<file path="src/rtl/bmpsp_pkg.sv">
`default_nettype none
package bmpsp_pkg;

    localparam int DimW = 20;
    localparam int ByteW = 8;
    localparam int HdrCntW = 6;
    localparam int DepthW = 16;

    localparam logic [DimW-1:0] MaxDimReset = DimW'(100000);

    localparam logic [ByteW-1:0] MagicB = 8'h42;
    localparam logic [ByteW-1:0] MagicM = 8'h4D;
    localparam logic [DepthW-1:0] DepthRgb24 = 16'd24;

    localparam logic [HdrCntW-1:0] HdrMagic0 = 6'd0;
    localparam logic [HdrCntW-1:0] HdrMagic1 = 6'd1;
    localparam logic [HdrCntW-1:0] HdrWidth0 = 6'd18;
    localparam logic [HdrCntW-1:0] HdrWidth1 = 6'd19;
    localparam logic [HdrCntW-1:0] HdrWidth2 = 6'd20;
    localparam logic [HdrCntW-1:0] HdrWidth3 = 6'd21;
    localparam logic [HdrCntW-1:0] HdrHeight0 = 6'd22;
    localparam logic [HdrCntW-1:0] HdrHeight1 = 6'd23;
    localparam logic [HdrCntW-1:0] HdrHeight2 = 6'd24;
    localparam logic [HdrCntW-1:0] HdrHeight3 = 6'd25;
    localparam logic [HdrCntW-1:0] HdrDepth0 = 6'd28;
    localparam logic [HdrCntW-1:0] HdrDepth1 = 6'd29;
    localparam logic [HdrCntW-1:0] HdrLast = 6'd53;

    typedef enum logic [1:0] {
        ST_PIXEL     = 2'd0,
        ST_ACCEPT    = 2'd1,
        ST_BAD       = 2'd2,
        ST_PREMATURE = 2'd3
    } status_t;

    typedef enum logic [4:0] {
        PH_HEADER  = 5'b00001,
        PH_PIXELS  = 5'b00010,
        PH_PADDING = 5'b00100,
        PH_DONE    = 5'b01000,
        PH_ERROR   = 5'b10000
    } phase_t;

    typedef enum logic [1:0] {
        COMP_BLUE  = 2'd0,
        COMP_GREEN = 2'd1,
        COMP_RED   = 2'd2
    } comp_t;

    typedef struct packed {
        status_t          status;
        logic [ByteW-1:0] red;
        logic [ByteW-1:0] green;
        logic [ByteW-1:0] blue;
        logic [DimW-1:0]  row;
        logic [DimW-1:0]  column;
        logic [DimW-1:0]  image_width;
        logic [DimW-1:0]  image_height;
        logic             last_pixel;
    } result_t;

endpackage
`default_nettype wire

</file>
<file path="src/rtl/bmpsp_decode.sv">
`default_nettype none
module bmpsp_decode (
    input  wire logic                     aclk,
    input  wire logic                     aresetn,
    input  wire logic                     cfg_wr_en,
    input  wire logic [bmpsp_pkg::DimW-1:0] cfg_wr_data,
    input  wire logic                     step_en,
    input  wire logic [bmpsp_pkg::ByteW-1:0] data_byte,
    input  wire logic                     end_of_file,
    output logic                          res_valid,
    output bmpsp_pkg::result_t            res
);
    import bmpsp_pkg::*;

    logic [DimW-1:0]    max_dim_reg;
    phase_t             phase_reg, phase_next;
    logic [HdrCntW-1:0] hdr_cnt_reg, hdr_cnt_next;
    logic [DimW-1:0]    width_reg, width_next;
    logic               width_hi_reg, width_hi_next;
    logic [DimW-1:0]    height_reg, height_next;
    logic               height_hi_reg, height_hi_next;
    logic [DepthW-1:0]  depth_reg, depth_next;
    comp_t              comp_reg, comp_next;
    logic [ByteW-1:0]   blue_reg, blue_next;
    logic [ByteW-1:0]   green_reg, green_next;
    logic [DimW-1:0]    col_reg, col_next;
    logic [DimW-1:0]    row_reg, row_next;
    logic [1:0]         pad_reg, pad_next;

    logic               bad;
    logic               width_ok, height_ok;
    logic [DimW-1:0]    col_inc, row_inc;
    logic [DimW:0]      row_inc_w, col_inc_w;

    assign col_inc   = col_reg + 1'b1;
    assign row_inc   = row_reg + 1'b1;
    assign col_inc_w = {1'b0, col_reg} + 1'b1;
    assign row_inc_w = {1'b0, row_reg} + 1'b1;

    always_comb begin
        phase_next     = phase_reg;
        hdr_cnt_next   = hdr_cnt_reg;
        width_next     = width_reg;
        width_hi_next  = width_hi_reg;
        height_next    = height_reg;
        height_hi_next = height_hi_reg;
        depth_next     = depth_reg;
        comp_next      = comp_reg;
        blue_next      = blue_reg;
        green_next     = green_reg;
        col_next       = col_reg;
        row_next       = row_reg;
        pad_next       = pad_reg;
        res_valid      = 1'b0;
        res            = '0;
        bad            = 1'b0;
        width_ok       = 1'b0;
        height_ok      = 1'b0;

        case (phase_reg)
            PH_HEADER: begin
                case (hdr_cnt_reg)
                    HdrMagic0:  bad = (data_byte != MagicB);
                    HdrMagic1:  bad = (data_byte != MagicM);
                    HdrWidth0:  width_next[7:0] = data_byte;
                    HdrWidth1:  width_next[15:8] = data_byte;
                    HdrWidth2: begin
                        width_next[19:16] = data_byte[3:0];
                        width_hi_next = width_hi_reg | (data_byte[7:4] != 4'd0);
                    end
                    HdrWidth3:  width_hi_next = width_hi_reg | (data_byte != '0);
                    HdrHeight0: height_next[7:0] = data_byte;
                    HdrHeight1: height_next[15:8] = data_byte;
                    HdrHeight2: begin
                        height_next[19:16] = data_byte[3:0];
                        height_hi_next = height_hi_reg | (data_byte[7:4] != 4'd0);
                    end
                    HdrHeight3: height_hi_next = height_hi_reg | (data_byte != '0);
                    HdrDepth0:  depth_next[7:0] = data_byte;
                    HdrDepth1:  depth_next[15:8] = data_byte;
                    default: ;
                endcase
                width_ok  = !width_hi_next && (width_next != '0) &&
                            (width_next <= max_dim_reg);
                height_ok = !height_hi_next && (height_next != '0) &&
                            (height_next <= max_dim_reg);
                if (!bad && hdr_cnt_reg == HdrLast) begin
                    if (width_ok && height_ok && depth_next == DepthRgb24) begin
                        res_valid        = 1'b1;
                        res.status       = ST_ACCEPT;
                        res.image_width  = width_next;
                        res.image_height = height_next;
                        phase_next       = PH_PIXELS;
                        comp_next        = COMP_BLUE;
                        col_next         = '0;
                        row_next         = '0;
                    end else begin
                        bad = 1'b1;
                    end
                end else if (!bad) begin
                    hdr_cnt_next = hdr_cnt_reg + 1'b1;
                end
                if (bad) begin
                    res_valid  = 1'b1;
                    res        = '0;
                    res.status = ST_BAD;
                    phase_next = PH_ERROR;
                end
            end
            PH_PIXELS: begin
                case (comp_reg)
                    COMP_BLUE: begin
                        blue_next = data_byte;
                        comp_next = COMP_GREEN;
                    end
                    COMP_GREEN: begin
                        green_next = data_byte;
                        comp_next  = COMP_RED;
                    end
                    default: begin
                        res_valid      = 1'b1;
                        res.status     = ST_PIXEL;
                        res.red        = data_byte;
                        res.green      = green_reg;
                        res.blue       = blue_reg;
                        res.row        = row_reg;
                        res.column     = col_reg;
                        res.last_pixel = (row_inc_w == {1'b0, height_reg}) &&
                                         (col_inc_w == {1'b0, width_reg});
                        comp_next      = COMP_BLUE;
                        col_next       = col_inc;
                        if (col_inc == width_reg) begin
                            col_next = '0;
                            pad_next = width_reg[1:0];
                            if (width_reg[1:0] != 2'd0) begin
                                phase_next = PH_PADDING;
                            end else begin
                                row_next   = row_inc;
                                phase_next = (row_inc == height_reg) ? PH_DONE : PH_PIXELS;
                            end
                        end
                    end
                endcase
            end
            PH_PADDING: begin
                pad_next = pad_reg - 1'b1;
                if (pad_reg == 2'd1) begin
                    row_next   = row_inc;
                    phase_next = (row_inc == height_reg) ? PH_DONE : PH_PIXELS;
                end
            end
            default: ;
        endcase

        if (end_of_file) begin
            if (phase_next == PH_HEADER) begin
                res_valid  = 1'b1;
                res        = '0;
                res.status = ST_BAD;
            end else if (phase_next == PH_PIXELS || phase_next == PH_PADDING) begin
                res_valid  = 1'b1;
                res        = '0;
                res.status = ST_PREMATURE;
            end
            phase_next     = PH_HEADER;
            hdr_cnt_next   = '0;
            width_next     = '0;
            width_hi_next  = 1'b0;
            height_next    = '0;
            height_hi_next = 1'b0;
            depth_next     = '0;
            comp_next      = COMP_BLUE;
            blue_next      = '0;
            green_next     = '0;
            col_next       = '0;
            row_next       = '0;
            pad_next       = '0;
        end
    end

    always_ff @(posedge aclk) begin
        if (!aresetn) begin
            max_dim_reg   <= MaxDimReset;
            phase_reg     <= PH_HEADER;
            hdr_cnt_reg   <= '0;
            width_reg     <= '0;
            width_hi_reg  <= 1'b0;
            height_reg    <= '0;
            height_hi_reg <= 1'b0;
            depth_reg     <= '0;
            comp_reg      <= COMP_BLUE;
            blue_reg      <= '0;
            green_reg     <= '0;
            col_reg       <= '0;
            row_reg       <= '0;
            pad_reg       <= '0;
        end else begin
            if (cfg_wr_en) begin
                max_dim_reg <= cfg_wr_data;
            end
            if (step_en) begin
                phase_reg     <= phase_next;
                hdr_cnt_reg   <= hdr_cnt_next;
                width_reg     <= width_next;
                width_hi_reg  <= width_hi_next;
                height_reg    <= height_next;
                height_hi_reg <= height_hi_next;
                depth_reg     <= depth_next;
                comp_reg      <= comp_next;
                blue_reg      <= blue_next;
                green_reg     <= green_next;
                col_reg       <= col_next;
                row_reg       <= row_next;
                pad_reg       <= pad_next;
            end
        end
    end

endmodule
`default_nettype wire

</file>
<file path="src/rtl/bmpsp_out_reg.sv">
`default_nettype none
module bmpsp_out_reg (
    input  wire logic               aclk,
    input  wire logic               aresetn,
    input  wire logic               load,
    input  wire bmpsp_pkg::result_t load_data,
    input  wire logic               m_tready,
    output logic                    free,
    output logic                    m_tvalid,
    output bmpsp_pkg::result_t      m_res
);
    import bmpsp_pkg::*;

    logic    valid_reg;
    result_t data_reg;

    assign free     = !valid_reg || m_tready;
    assign m_tvalid = valid_reg;
    assign m_res    = data_reg;

    always_ff @(posedge aclk) begin
        if (!aresetn) begin
            valid_reg <= 1'b0;
        end else if (free) begin
            valid_reg <= load;
        end
    end

    always_ff @(posedge aclk) begin
        if (free && load) begin
            data_reg <= load_data;
        end
    end

endmodule
`default_nettype wire

</file>
<file path="src/rtl/bmpsp24_stream_parser_unit.sv">
// Streaming parser for uncompressed 24-bit BMP files, one file byte per word
// on the slave side (s_tlast marks a file's last byte). Results leave on the
// master side: status in m_tuser (pixel, header accepted, bad format,
// premature end), pixel RGB with row and column, or the accepted size, and
// m_tlast on the image's final pixel. A byte passes an input register, then
// the parse logic into the result register; the block takes one byte every
// cycle while m_tready is high. The user must write max_dimension
// (cfg_wr_data) only while the block is idle; the block does not enforce it.
`default_nettype none
module bmp24_stream_parser_unit (
    input  wire logic          aclk,
    input  wire logic          aresetn,
    input  wire logic          cfg_wr_en,
    input  wire logic [19:0]   cfg_wr_data,   // max_dimension
    input  wire logic          s_tvalid,
    output logic               s_tready,
    input  wire logic [7:0]    s_tdata,       // data_byte
    input  wire logic          s_tlast,       // end_of_file
    output logic               m_tvalid,
    input  wire logic          m_tready,
    output logic [103:0]       m_tdata,       // red, green, blue, row, column,
                                              // image_width, image_height
    output logic [1:0]         m_tuser,       // status
    output logic               m_tlast        // last_pixel
);
    import bmpsp_pkg::*;

    logic             in_valid_reg;
    logic [ByteW-1:0] in_byte_reg;
    logic             in_eof_reg;
    logic             out_free;
    logic             step_en;
    logic             res_valid;
    result_t          res;
    result_t          m_res;

    assign step_en  = in_valid_reg && out_free;
    assign s_tready = !in_valid_reg || step_en;

    always_ff @(posedge aclk) begin
        if (!aresetn) begin
            in_valid_reg <= 1'b0;
        end else if (s_tready) begin
            in_valid_reg <= s_tvalid;
        end
    end

    always_ff @(posedge aclk) begin
        if (s_tready && s_tvalid) begin
            in_byte_reg <= s_tdata;
            in_eof_reg  <= s_tlast;
        end
    end

    bmpsp_decode u_decode (
        .aclk        (aclk),
        .aresetn     (aresetn),
        .cfg_wr_en   (cfg_wr_en),
        .cfg_wr_data (cfg_wr_data),
        .step_en     (step_en),
        .data_byte   (in_byte_reg),
        .end_of_file (in_eof_reg),
        .res_valid   (res_valid),
        .res         (res)
    );

    bmpsp_out_reg u_out_reg (
        .aclk      (aclk),
        .aresetn   (aresetn),
        .load      (step_en && res_valid),
        .load_data (res),
        .m_tready  (m_tready),
        .free      (out_free),
        .m_tvalid  (m_tvalid),
        .m_res     (m_res)
    );

    assign m_tdata = {m_res.image_height, m_res.image_width, m_res.column, m_res.row,
                      m_res.blue, m_res.green, m_res.red};
    assign m_tuser = m_res.status;
    assign m_tlast = m_res.last_pixel;

endmodule
`default_nettype wire
</file>
<file path="config.mk">
export PLATFORM = sky130hd
export DESIGN_NAME = bmp24_stream_parser_unit
export DESIGN_NICKNAME = d
export VERILOG_FILES = /design/src/rtl/bmpsp_pkg.sv /design/src/rtl/bmpsp_decode.sv /design/src/rtl/bmpsp_out_reg.sv /design/src/rtl/bmpsp24_stream_parser_unit.sv
export SDC_FILE = /design/constraint.sdc
export NUM_CORES = 1
export LEC_CHECK = 0
export BUFFER_PORTS_ARGS = -buffer_cell sky130_fd_sc_hd__buf_2
export CORE_ASPECT_RATIO = 0.6
export CORE_MARGIN = 2
export CORE_UTILIZATION = 60
export CTS_CLUSTER_DIAMETER = 40
export DETAILED_ROUTE_END_ITERATION = 10
export MAX_ROUTING_LAYER = met4
export PLACE_DENSITY_LB_ADDON = 0.05
export SYNTH_ARGS = -nofsm -noshare
export SYNTH_HDL_FRONTEND = slang
export SYNTH_SLANG_ARGS = --single-unit
</file>
<file path="constraint.sdc">
create_clock -name aclk -period 14.7 [get_ports aclk]
set_input_delay 0.735 -clock aclk [delete_from_list [all_inputs] [get_ports aclk]]
set_output_delay 0.735 -clock aclk [all_outputs]
set_load 0.03 [all_outputs]
</file>
# [Word-level counts from Yosys, hierarchy flattened]
# Cells that the tools add are included.
[totals] reg_bits=267 latchBits=0 ram_bits=0 romBits=0 input_bits=34 out_inout_bits=109 elab_cells=214 n_memories=0
[classes] n_addsub=6 mul=0 div=0 order_cmp=2 n_eq_ne=35 shift=0 n_mux=97 n_bitwise=4 n_reduce_logical=43
[ops] op="107-bit two-way mux" count=4
[ops] op="20-bit two-way mux" count=14
[ops] op="8-bit two-way mux" count=18
[ops] op="66-bit case mux with 2 select lines" count=1
[ops] op="40-bit two-way mux" count=3
[ops] op="64-bit two-way mux" count=1
[ops] op="6-bit by 5-bit == test with 1-bit output, second input constant" count=10
[ops] op="20-bit case mux with 3 select lines" count=1
[ops] op="20-bit by 1-bit adder with 21-bit output, second input constant" count=2
[ops] op="21-bit by 20-bit == test with 1-bit output" count=2
[ops] op="20-bit by 1-bit adder with 20-bit output, second input constant" count=2
[ops] op="20-bit == test" count=2
[ops] op="20-bit less-or-equal comparator" count=2
[ops] op="5-bit two-way mux" count=8
[ops] op="20-bit case mux with 2 select lines" count=1
[ops] op="20-bit nonzero test" count=2
[ops] op="16-bit two-way mux" count=2
[ops] op="6-bit two-way mux" count=4
[ops] op="4-bit two-way mux" count=5
[ops] op="1-bit two-way mux" count=19
[ops] op="16-bit by 5-bit == test with 1-bit output, second input constant" count=1
[ops] op="8-bit by 7-bit inequality test with 1-bit output, second input constant" count=2
[ops] op="5-bit case mux with 3 select lines" count=1
[ops] op="2-bit two-way mux" count=7
[ops] op="29 further kinds" count=73

# [Depth between registers and ports, before layout]
# Gate-level depths: netlist of run 1.
[logic_depth] depth_word=21 depth_mapped=18 depth_no_buf=16

# [By module]
# From an unflattened synthesis of run 1, not the netlist that was laid out.
[hier_totals] cells_unflattened=1555 hier_area_um2=14107.3
[modules_own_cells] mod="bmpsp_decode" instances=1 cells_per_inst=1427 area_per_inst_um2=10493.8 seq_area_each_um2=2982.9
[modules_own_cells] mod="bmpsp_out_reg" instances=1 cells_per_inst=112 area_per_inst_um2=3270.6 seq_area_each_um2=3233.1
[modules_own_cells] mod="bmp24_stream_parser_unit" instances=1 cells_per_inst=16 area_per_inst_um2=342.8 seq_area_each_um2=290.3

# [Worst setup path before layout of run 1]
# No wires, ideal clock.
[synth_timing] kind="register to register" from="register u_decode.hdr_cnt_reg[4]" to="register u_out_reg.data_reg (netlist bit u_out_reg.m_res[0]) (enable)" setup_ps=485 t_arrival_ps=6891 required_ps=14215 path_slack_ps=7324 path_stages_with_launch=18 path_buffers=3 period_less_slack_ps=7376 path_cell_list="dfxtp_1 -> clkbuf_1 -> nor2b_1 -> and3_1 -> clkbuf_1 -> mux2_2 -> ha_1 -> a21o_1 -> a21o_1 -> a21o_1 -> a221o_1 -> a211oi_1 -> nor2_1 -> nor4_1 -> o21ba_1 -> o31a_1 -> buf_6 -> o31a_1"
[synth_between] elab_chain_cells=20 elab_cells_between_ends=70 cone_classes="order compare (2); eq/ne (16); mux (36); reduce/logical (16)"
[synth_rtl] element="start, declared" line="bmpsp_decode.sv:17" source="logic [HdrCntW-1:0] hdr_cnt_reg, hdr_cnt_next;"
[synth_rtl] element="start signal, assigned" line="bmpsp_decode.sv:203" source="hdr_cnt_reg <= hdr_cnt_next;"
[synth_rtl] element="parallel branches: the longest is 17 deep, another holds 20-bit less-or-equal comparator"
[synth_rtl] element="1-bit two-way mux *" line="bmpsp_decode.sv:155" source="if (end_of_file) begin"
[synth_rtl] element="1-bit logical AND *" line="bmpsp24_stream_parser_unit.sv:70" source=".load (step_en && res_valid),"
[synth_rtl] element="1-bit logical AND *" line="bmpsp_out_reg.sv:30" source="if (free && load) begin"
[synth_rtl] element="end signal, assigned" line="bmpsp_out_reg.sv:31" source="data_reg <= load_data;"
[synth_rtl] element="end, declared" line="bmpsp_out_reg.sv:15" source="result_t data_reg;"
# Mark *: on every way between the ends. The select of a mux whose other input is x is not followed.
# A chain may end at the register's enable or synchronous reset.

# [Worst setup path after layout of run 1]
[layout_timing] from="register u_decode.hdr_cnt_reg[4]" to="register u_out_reg.data_reg (netlist bit u_out_reg.m_res[40]) (enable)"
# The elaborated chain is that of the path after synthesis.

==> flow_summary.json, run 1 <==
{
  "fin_tns_setup_ns": 0,
  "cts_setup_buffers": 0,
  "routed_via_density": 6.30,
  "finalHoldViolCount": 0,
  "rsz0062_at_grt": "false",
  "drc_errors": 0,
  "initial_core_util_pct": 61.0,
  "p_leak_nw": 5.87,
  "ios": 143,
  "cts.repair.resized": 0,
  "syn-instance-count": 1507,
  "dieArea_mm2": 0.0247,
  "hold_class": "input port to flop",
  "grt_usage_pct": 33.9,
  "crit_slowest_cell": "o31a_2",
  "synth-seq-cells": 267,
  "period_needed_ns": 6.36,
  "fp-row-count": 43,
  "max_freq_ghz": 0.157,
  "cp.depth": 15,
  "synthArstFlopShare_pct": 0,
  "ant_nets": 0,
  "ctsHoldBuffers": 0,
  "routabilityCongestion": 0.996,
  "final_area_mm2": 0.0158,
  "detail_route.wl_per_cell_um": 21.3,
  "cp_top_family": "compound AO/OA/AOI/OAI gates",
  "num_vias": 12100,
  "finalNonFillerCells": 1922,
  "max-vdd-ir-drop_mv": 0.100,
  "nFillCells": 1858,
  "slew_violations": 0,
  "criticalPathCategory": "flop to flop",
  "cts_root_buffer": "clkbuf_16",
  "synth_most_common_cell": "nor2_1",
  "endpoint_kind": "flop",
  "rr_worst_depth": 15,
  "clock_sinks": 267,
  "cp.buffers_inverters": 1,
  "final_nets": 1666,
  "placed_area_mm2": 0.0149,
  "area_growth_pct": 11.9,
  "crit_path_cell_trace": "nor2b_1 -> and3_1 -> mux2_2 -> ha_1 -> a21o_1 -> a21o_1 -> a21o_1 -> a221o_1 -> a211oi_1 -> o21ai_0 -> o31ai_1 -> and3_1 -> o31a_2 -> o31a_2 -> buf_4",
  "die_x_um": 202,
  "seq_area_frac_synth_pct": 46.2,
  "synth_enable_flop_cells": 116,
  "worst_ep_arrival_time_ns": 6.53,
  "dp_hpwl_mm": 28.8,
  "post-route-util_pct": 68.2,
  "cp_data_required_time_ns": 14.87,
  "grt_max_degree": 92,
  "timing.final.crit_share_pct": 43.3,
  "post-synth-top-area-cell": "edfxtp_1",
  "drive_above_1_share_pct": 16.4,
  "grt_pass1_wl_mm": 63.1,
  "finalClockSkew_ns": 0.0245,
  "cts.path.max_buffers": 3,
  "hold_depth": 1,
  "drt_iter0_drc": 1308,
  "clk_latency_ns": 0.55,
  "core_area_mm2": 0.0231,
  "wl_mm": 41.0,
  "status": "complete, no violations",
  "worst_slew_pin_slew_ns": 1.18,
  "ys_warn_count": 0,
  "clkTransAtPathRegs_ns": 0.06,
  "synth.top_cells.by_area": "edfxtp_1, dfxtp_1, nor2_1",
  "synthTopCellsByCount": "nor2_1, dfxtp_1, nand2_1, edfxtp_1, clkbuf_1",
  "gr-total-overflow": 0,
  "slew-limit-headroom_pct": 20.2,
  "die_h_um": 123,
  "syn_area_mm2": 0.0141,
  "cts_tree": "built",
  "synth_cell_types": 77,
  "htree_num_levels": 1,
  "critical_path_peak_fanout": 64,
  "final-setup-viol-count": 0,
  "cpMostUsedCell": "a21o_1",
  "port_buffers": 142,
  "largest_reg_flops": 107,
  "syn_nets": 1588,
  "synth_top_area_share_pct": 24.8,
  "max_stage_delay_ns": 0.85,
  "cts_buffers": 26,
  "cap_violations": 0,
  "dp_cells": 1872,
  "powerDensity_mw_per_mm2": 105,
  "ys.flop_type": "dfxtp_1",
  "grt_pass1_vias": 10952,
  "start_kind": "flop",
  "antenna_found_initial": 2,
  "first_pass_iters": 6,
  "avgSynthCellArea_um2": 9.34,
  "p_total_mw": 1.65
}
[layout make-up]
type,count,area (um^2),share of cell area (%)
Multi-Input combinational cell,1086,6950,44.2
Clock buffer,41,811,5.15
Clock inverter,7,72.6,0.461
Sequential cell,267,6510,41.3
Timing Repair Buffer,159,838,5.32
Inverter,45,169,1.07
Antenna cell,2,5.00,0.0318
Tap cell,315,394,2.50
[path summary, 6_finish.rpt]
path	start	to	slack (ns)
worst max register to register	u_decode.hdr_cnt_reg[4]$_SDFFE_PN0P_	u_out_reg.m_res[40]$_DFFE_PP_	8.34
worst max-delay path	u_decode.hdr_cnt_reg[4]$_SDFFE_PN0P_	u_out_reg.m_res[40]$_DFFE_PP_	8.34
worst min-delay path	s_tdata[5]	in_byte_reg[5]$_DFFE_PP_	0.37
worst min register to register	u_decode.pad_reg[1]$_SDFFE_PN0P_	u_decode.pad_reg[1]$_SDFFE_PN0P_	0.47
[cells in the final DEF, fill, tap and decap left out, types with 43 or more instances in the layout]
| cell | count |
|---|---|
| nor2_1 | 204 |
| dfxtp_1 | 151 |
| buf_2 | 142 |
| nand2_1 | 131 |
| edfxtp_1 | 116 |
| a22oi_1 | 83 |
| nor3_1 | 47 |
| ha_1 | 47 |
| nor2b_1 | 45 |
| o21ai_0 | 44 |
| inv_1 | 43 |
[layer usage]
layer,wire (um),GRT usage (%)
met4,835,7.58
met2,16500,46.0
met5,0,-
met3,4600,9.80
met1,19000,49.7
[worst register-to-register path: stages, from the launching register on]
cell,delay (ns)
dfxtp_1,0.44
nor2b_1,0.26
and3_1,0.54
mux2_2,0.43
ha_1,0.31
a21o_1,0.18
a21o_1,0.17
a21o_1,0.17
a221o_1,0.34
a211oi_1,0.38
o21ai_0,0.19
o31ai_1,0.39
and3_1,0.28
o31a_2,0.17
o31a_2,0.85
buf_4,0.81
[power by group]
part	internal, mW	switching, mW	total, mW	leakage, nW
sequential	0.801	0.0203	0.821	2.25
combinational	0.0378	0.109	0.147	3.19
clock	0.399	0.288	0.686	0.432
[cell families after synthesis]
family | share of synthesized area, %
adder cells (fa/ha/maj) | 4.18
multiplexers | 5.89
AO/OA/AOI/OAI | 14.1
XOR/XNOR | 3.42
AND/OR/NAND/NOR | 21.6
buffers and inverters | 4.49
flip-flops | 46.2
[stage by stage]
| step | worst slack [ns] | hold slack, ns |
|---|---|---|
| final | 8.34 | 0.370 |
| after detailed placement | 8.42 | 0.454 |
| after CTS | 8.37 | 0.359 |
| after global placement | 8.59 | 0.442 |
| after global routing | 7.93 | 0.353 |
| after floorplan | 7.32 | 0.432 |
Power figures use the tool's default switching activity.
==> run 2, diff against run 1 <==
- clock period: 14.7 -> 6.55 ns (I/O delays scaled with it)
==> run 2 against run 1 <==
  * Critical path depth unchanged
  * Sequential power rose by 120%
  * Non-clock buffer count rose by 18
  * Global-route usage increased by 0.13 points
  * Hold slack lost 0.36 ns
  * Count of clock-buffer cells in the layout shrank 8
  * Worst setup slack got worse by 7.8 ns
  * Die area unchanged
  * Critical endpoint is now u_out_reg.m_res[80]$_DFFE_PP_
==> flow_summary.json, run 2 (synthesis gave the netlist of run 1 again) <==
{
  "cts_root_buffer": "clkbuf_16",
  "clock_sinks": 267,
  "core_area_mm2": 0.0231,
  "cts.path.max_buffers": 3,
  "dieArea_mm2": 0.0247,
  "intPower_mw": 2.82,
  "detail_route.wl_per_cell_um": 21.4,
  "reg2reg_from": "u_decode.hdr_cnt_reg[4]$_SDFFE_PN0P_",
  "initial_core_util_pct": 61.0,
  "drt_iter0_drc": 1473,
  "gr-total-overflow": 0,
  "die_x_um": 202,
  "slew_violations": 0,
  "cp_data_required_time_ns": 6.78,
  "worst_ep_arrival_time_ns": 6.28,
  "criticalPathCategory": "flop to flop",
  "worst_slew_pin_slew_ns": 1.20,
  "rsz0062_at_grt": "false",
  "grt_pass1_vias": 10702,
  "dp_hpwl_mm": 29.1,
  "clk_latency_ns": 0.55,
  "insertedDiodeCount": 0,
  "fp-row-count": 43,
  "htree_num_levels": 1,
  "wl_mm": 41.5,
  "clkTransAtPathRegs_ns": 0.06,
  "finalClockSkew_ns": 0.0143,
  "powerDensity_mw_per_mm2": 238,
  "p_seq_share_pct": 48.3,
  "setup_slack_ns": 0.495,
  "start_kind": "flop",
  "cts_buffers": 27,
  "grt_max_degree": 87,
  "die_h_um": 123,
  "ant_nets": 0,
  "antenna_found_initial": 0,
  "hold_class": "input port to flop",
  "sw_frac_of_total_pct": 25.7,
  "p_switching_mw": 0.976,
  "routabilityCongestion": 0.983,
  "final_nets": 1685,
  "cts_setup_buffers": 0,
  "max_freq_ghz": 0.165,
  "dp_slack_ns": 0.645,
  "first_pass_iters": 5,
  "grt_pass1_wl_mm": 62.8,
  "routed_via_density": 6.28,
  "num_vias": 12181,
  "drc_errors": 0,
  "ios": 143,
  "cp-startpoint": "u_decode.hdr_cnt_reg[4]$_SDFFE_PN0P_",
  "fin_tns_setup_ns": 0,
  "endpoint_kind": "flop",
  "timing.final.crit_share_pct": 92.4,
  "status": "complete, no violations",
  "pwr-share-comb_pct": 9.3,
  "layout_common_cells": "nor2_1, dfxtp_1, buf_2",
  "max-vdd-ir-drop_mv": 0.196,
  "area_growth_pct": 13.4,
  "p_clk_share_pct": 42.3,
  "grt_usage_pct": 34.1,
  "final-setup-viol-count": 0,
  "critical_path_peak_fanout": 86,
  "p_leak_nw": 5.97,
  "final_common_cell": "nor2_1",
  "slew-limit-headroom_pct": 20.2,
  "period_needed_ns": 6.05,
  "port_buffers": 142,
  "finalHoldViolCount": 0,
  "min_from": "cfg_wr_data[4]",
  "drive_above_1_share_pct": 16.9,
  "largest_reg_flops": 107,
  "cap_violations": 0,
  "cts_tree": "built"
}
[run 2: final cells by class]
| cell class | count | area, um^2 |
|---|---|---|
| clock buffers | 33 | 738 |
| clock inverters | 16 | 185 |
| fillers | 1820 | 7120 |
| inverters | 45 | 169 |
| multi-input cells | 1086 | 6960 |
| flip-flops and latches | 267 | 6510 |
| well taps | 315 | 394 |
| repair buffers | 177 | 1010 |
[run 2: per-layer routing]
| layer | up-vias | wire (um) | global-route usage [%] |
|---|---|---|---|
| li1 | 5661 | - | - |
| met1 | 5837 | 19500 | 51.5 |
| met5 | - | 0 | - |
| met3 | 62 | 4350 | 8.15 |
| met4 | 0 | 823 | 7.90 |
| met2 | 621 | 16800 | 45.5 |
[run 2: power by group through the flow]
stage          sequential [mW]  clock [mW]  combinational (mW)
4_1_cts                   1.83        1.62               0.348
3_3_place_gp              1.87           0               0.336
2_1_floorplan             1.94           0               0.145
6_report                  1.83        1.61               0.354
3_5_place_dp              1.87           0               0.341
5_1_grt                   1.84        1.68               0.375
[run 2: what timing repair did]
item / CTS / global route
hold buffers: 13 / 0
hold endpoints to repair: 13 / 0
resized for setup: 0 / 0
[run 2: stage by stage]
stage | area [um^2] | cells | utilization, % | hold WS, ns | power (mW)
2_1_floorplan | 14100 | 1507 | - | 0.426 | 2.09
3_3_place_gp | 14900 | 1877 | 64.6 | 0.441 | 2.20
3_5_place_dp | 14900 | 1877 | 64.6 | 0.447 | 2.21
4_1_cts | 16000 | 1939 | 69.1 | 0.00370 | 3.80
5_1_grt | 16000 | 1939 | 69.1 | 0.0209 | 3.89
6_report | 16000 | 1939 | 69.1 | 0.00658 | 3.79
[run 2: worst paths after layout]
kind	to	slack [ns]	depth (start not counted)
max reg2reg	u_out_reg.m_res[80]$_DFFE_PP_	0.50	15
min	u_decode.max_dim_reg[4]$_SDFFE_PN0P_	0.007	3
max	u_out_reg.m_res[80]$_DFFE_PP_	0.50	15
min reg2reg	u_decode.pad_reg[1]$_SDFFE_PN0P_	0.45	2
[run 2: worst max-delay path, cell delays in order (launching register included)]
cell and delay [ns]:
dfxtp_1 0.45, nor2b_1 0.25, and3_1 0.54, mux2_2 0.43, ha_1 0.30, a21o_1 0.19
a21o_1 0.17, a21o_1 0.17, a221o_1 0.32, a211oi_1 0.43, o21ai_0 0.22, o31ai_1 0.40
and3_1 0.26, o31a_2 0.18, o31a_4 0.91, buf_4 0.46
==> run 3, diff against run 2 <==
- CORE_MARGIN: 2 -> not set
==> run 3 against run 2 <==
  * Worst setup slack worse by 0.059 ns
  * Die area is 2.6% lower
  * Sequential cell count stayed put
  * Hold slack better by 0.0062 ns
  * Power is 2.5% higher
  * Largest power group unchanged
==> flow_summary.json, run 3 (synthesis gave the netlist of run 1 again) <==
{
  "rsz0062_at_grt": "false",
  "clock_sinks": 267,
  "clkTransAtPathRegs_ns": 0.07,
  "hold_class": "input port to flop",
  "htree_num_levels": 1,
  "grt_pass1_vias": 10797,
  "cts_tree": "built",
  "cp_data_required_time_ns": 6.77,
  "core_area_mm2": 0.0225,
  "fp-row-count": 42,
  "antenna_found_initial": 0,
  "insertedDiodeCount": 0,
  "num_vias": 12195,
  "min_from": "cfg_wr_data[4]",
  "criticalPathCategory": "flop to flop",
  "layout_common_cells": "nor2_1, dfxtp_1, buf_2",
  "drive_above_1_share_pct": 17.0,
  "drt_iter0_drc": 1613,
  "ant_nets": 0,
  "gr-total-overflow": 0,
  "area_growth_pct": 13.7,
  "cap_violations": 0,
  "pwr-share-comb_pct": 9.0,
  "status": "complete, no violations",
  "detail_route.wl_per_cell_um": 21.7,
  "hold_end": "u_decode.max_dim_reg[4]$_SDFFE_PN0P_",
  "worst_ep_arrival_time_ns": 6.33,
  "timing.final.crit_share_pct": 93.3,
  "dp_slack_ns": 0.612,
  "largest_reg_flops": 107,
  "hold_ws_ns": 0.0127,
  "clk_latency_ns": 0.56,
  "rr_worst_depth": 15,
  "period_needed_ns": 6.11,
  "slew_violations": 0,
  "cts_buffers": 28,
  "nFillCells": 1765,
  "ios": 143,
  "finalHoldViolCount": 0,
  "hold_depth": 3,
  "p_leak_nw": 5.99,
  "wl_mm": 41.8,
  "fin_tns_setup_ns": 0,
  "final_common_cell": "nor2_1",
  "p_total_mw": 3.89,
  "die_x_um": 200,
  "max_freq_ghz": 0.164,
  "cts.path.max_buffers": 3,
  "p_seq_share_pct": 47.3,
  "p_switching_mw": 1.01,
  "sw_frac_of_total_pct": 26.0,
  "critical_path_peak_fanout": 83,
  "dp_hpwl_mm": 29.1,
  "p_clk_share_pct": 43.7,
  "dieArea_mm2": 0.0241,
  "slew-limit-headroom_pct": 9.13,
  "final-setup-viol-count": 0,
  "finalNonFillerCells": 1931,
  "first_pass_iters": 6,
  "grt_max_degree": 90,
  "final_nets": 1683,
  "reg2reg_to": "u_out_reg.m_res[40]$_DFFE_PP_",
  "drc_errors": 0,
  "initial_core_util_pct": 62.4,
  "setup_slack_ns": 0.436,
  "routed_via_density": 6.32,
  "max-vdd-ir-drop_mv": 0.232,
  "dp_cells": 1867,
  "cts_root_buffer": "clkbuf_16",
  "start_kind": "flop",
  "intPower_mw": 2.88,
  "cp-startpoint": "u_decode.hdr_cnt_reg[4]$_SDFFE_PN0P_",
  "reg2reg_from": "u_decode.hdr_cnt_reg[4]$_SDFFE_PN0P_",
  "grt_pass1_wl_mm": 63.2,
  "endpoint_kind": "flop",
  "die_h_um": 121,
  "routabilityCongestion": 1.00,
  "rrSetupSlack_ns": 0.44,
  "grt_usage_pct": 35.7,
  "finalClockSkew_ns": 0.0153,
  "port_buffers": 142,
  "worst_slew_pin_slew_ns": 1.36,
  "powerDensity_mw_per_mm2": 243
}
==> run 3: changes by cell type in the layout (fill, tap and decap cells not counted) <==
cell and delta:
clkinv_4 +3, clkbuf_16 +3, inv_8 -1, inv_6 +3, clkinvlp_4 -1, clkinv_1 -2, clkbuf_8 -2, buf_4 -3
clkinv_2 -1
==> run 3: worst max-delay path, cell delays in order (launching register included) <==
cell	delay (ns)
dfxtp_1	0.48
nor2b_1	0.28
and3_1	0.57
mux2_2	0.43
ha_1	0.30
a21o_1	0.19
a21o_1	0.16
a21o_1	0.17
a221o_1	0.32
a211oi_1	0.47
o21ai_0	0.23
o31ai_1	0.36
and3_1	0.26
o31a_2	0.17
o31a_4	0.86
buf_4	0.48
==> run 3: final cells by class <==
class,instances,area (um^2),area share [%]
clock buffers,34,786,4.91
clock inverters,17,206,1.29
inverters,45,169,1.06
multi-input cells,1086,6960,43.5
flip-flops and latches,267,6510,40.7
well taps,308,385,2.41
repair buffers,174,983,6.15
==> run 3: worst max-delay path by stage <==
stage | end | slack (ns) | cells after the start
floorplan | u_out_reg.m_res[0]$_DFFE_PP_ | 0.44 | 17
detailed placement | u_out_reg.m_res[85]$_DFFE_PP_ | 0.61 | 15
global route | u_out_reg.m_res[40]$_DFFE_PP_ | 0.11 | 15
finish | u_out_reg.m_res[40]$_DFFE_PP_ | 0.44 | 15
CTS | u_out_reg.m_res[86]$_DFFE_PP_ | 0.56 | 15
global placement | u_out_reg.m_res[23]$_DFFE_PP_ | 0.73 | 15
==> run 3: routing by layer <==
metal / part of all wire [%] / routed length, um / vias up / global-route usage, %
met5: 0 / 0 / - / -
met4: 1.6 / 685 / 0 / 6.97
met3: 12 / 5050 / 53 / 10.4
met2: 41 / 17100 / 675 / 48.0
met1: 45 / 19000 / 5801 / 52.6
li1: - / - / 5666 / -
==> run 3: per-stage QoR <==
step | area [um^2] | util, %
2_1_floorplan | 14100 | -
3_3_place_gp | 14900 | 66.0
3_5_place_dp | 14900 | 66.0
4_1_cts | 16000 | 71.0
5_1_grt | 16000 | 71.0
6_report | 16000 | 71.0
==> run 3: power groups by stage <==
| stage | clock network [mW] | logic (mW) | registers, mW |
|---|---|---|---|
| 6_report | 1.70 | 0.348 | 1.84 |
| 5_1_grt | 1.78 | 0.369 | 1.85 |
| 4_1_cts | 1.71 | 0.342 | 1.84 |
| 3_5_place_dp | 0 | 0.336 | 1.87 |
| 3_3_place_gp | 0 | 0.331 | 1.87 |
| 2_1_floorplan | 0 | 0.145 | 1.94 |
==> run 3: repair_timing <==
item	CTS	global route
hold buffers	13	0
buffers inserted	0	0
resized for setup	0	0
endpoints found under the hold margin	13	0
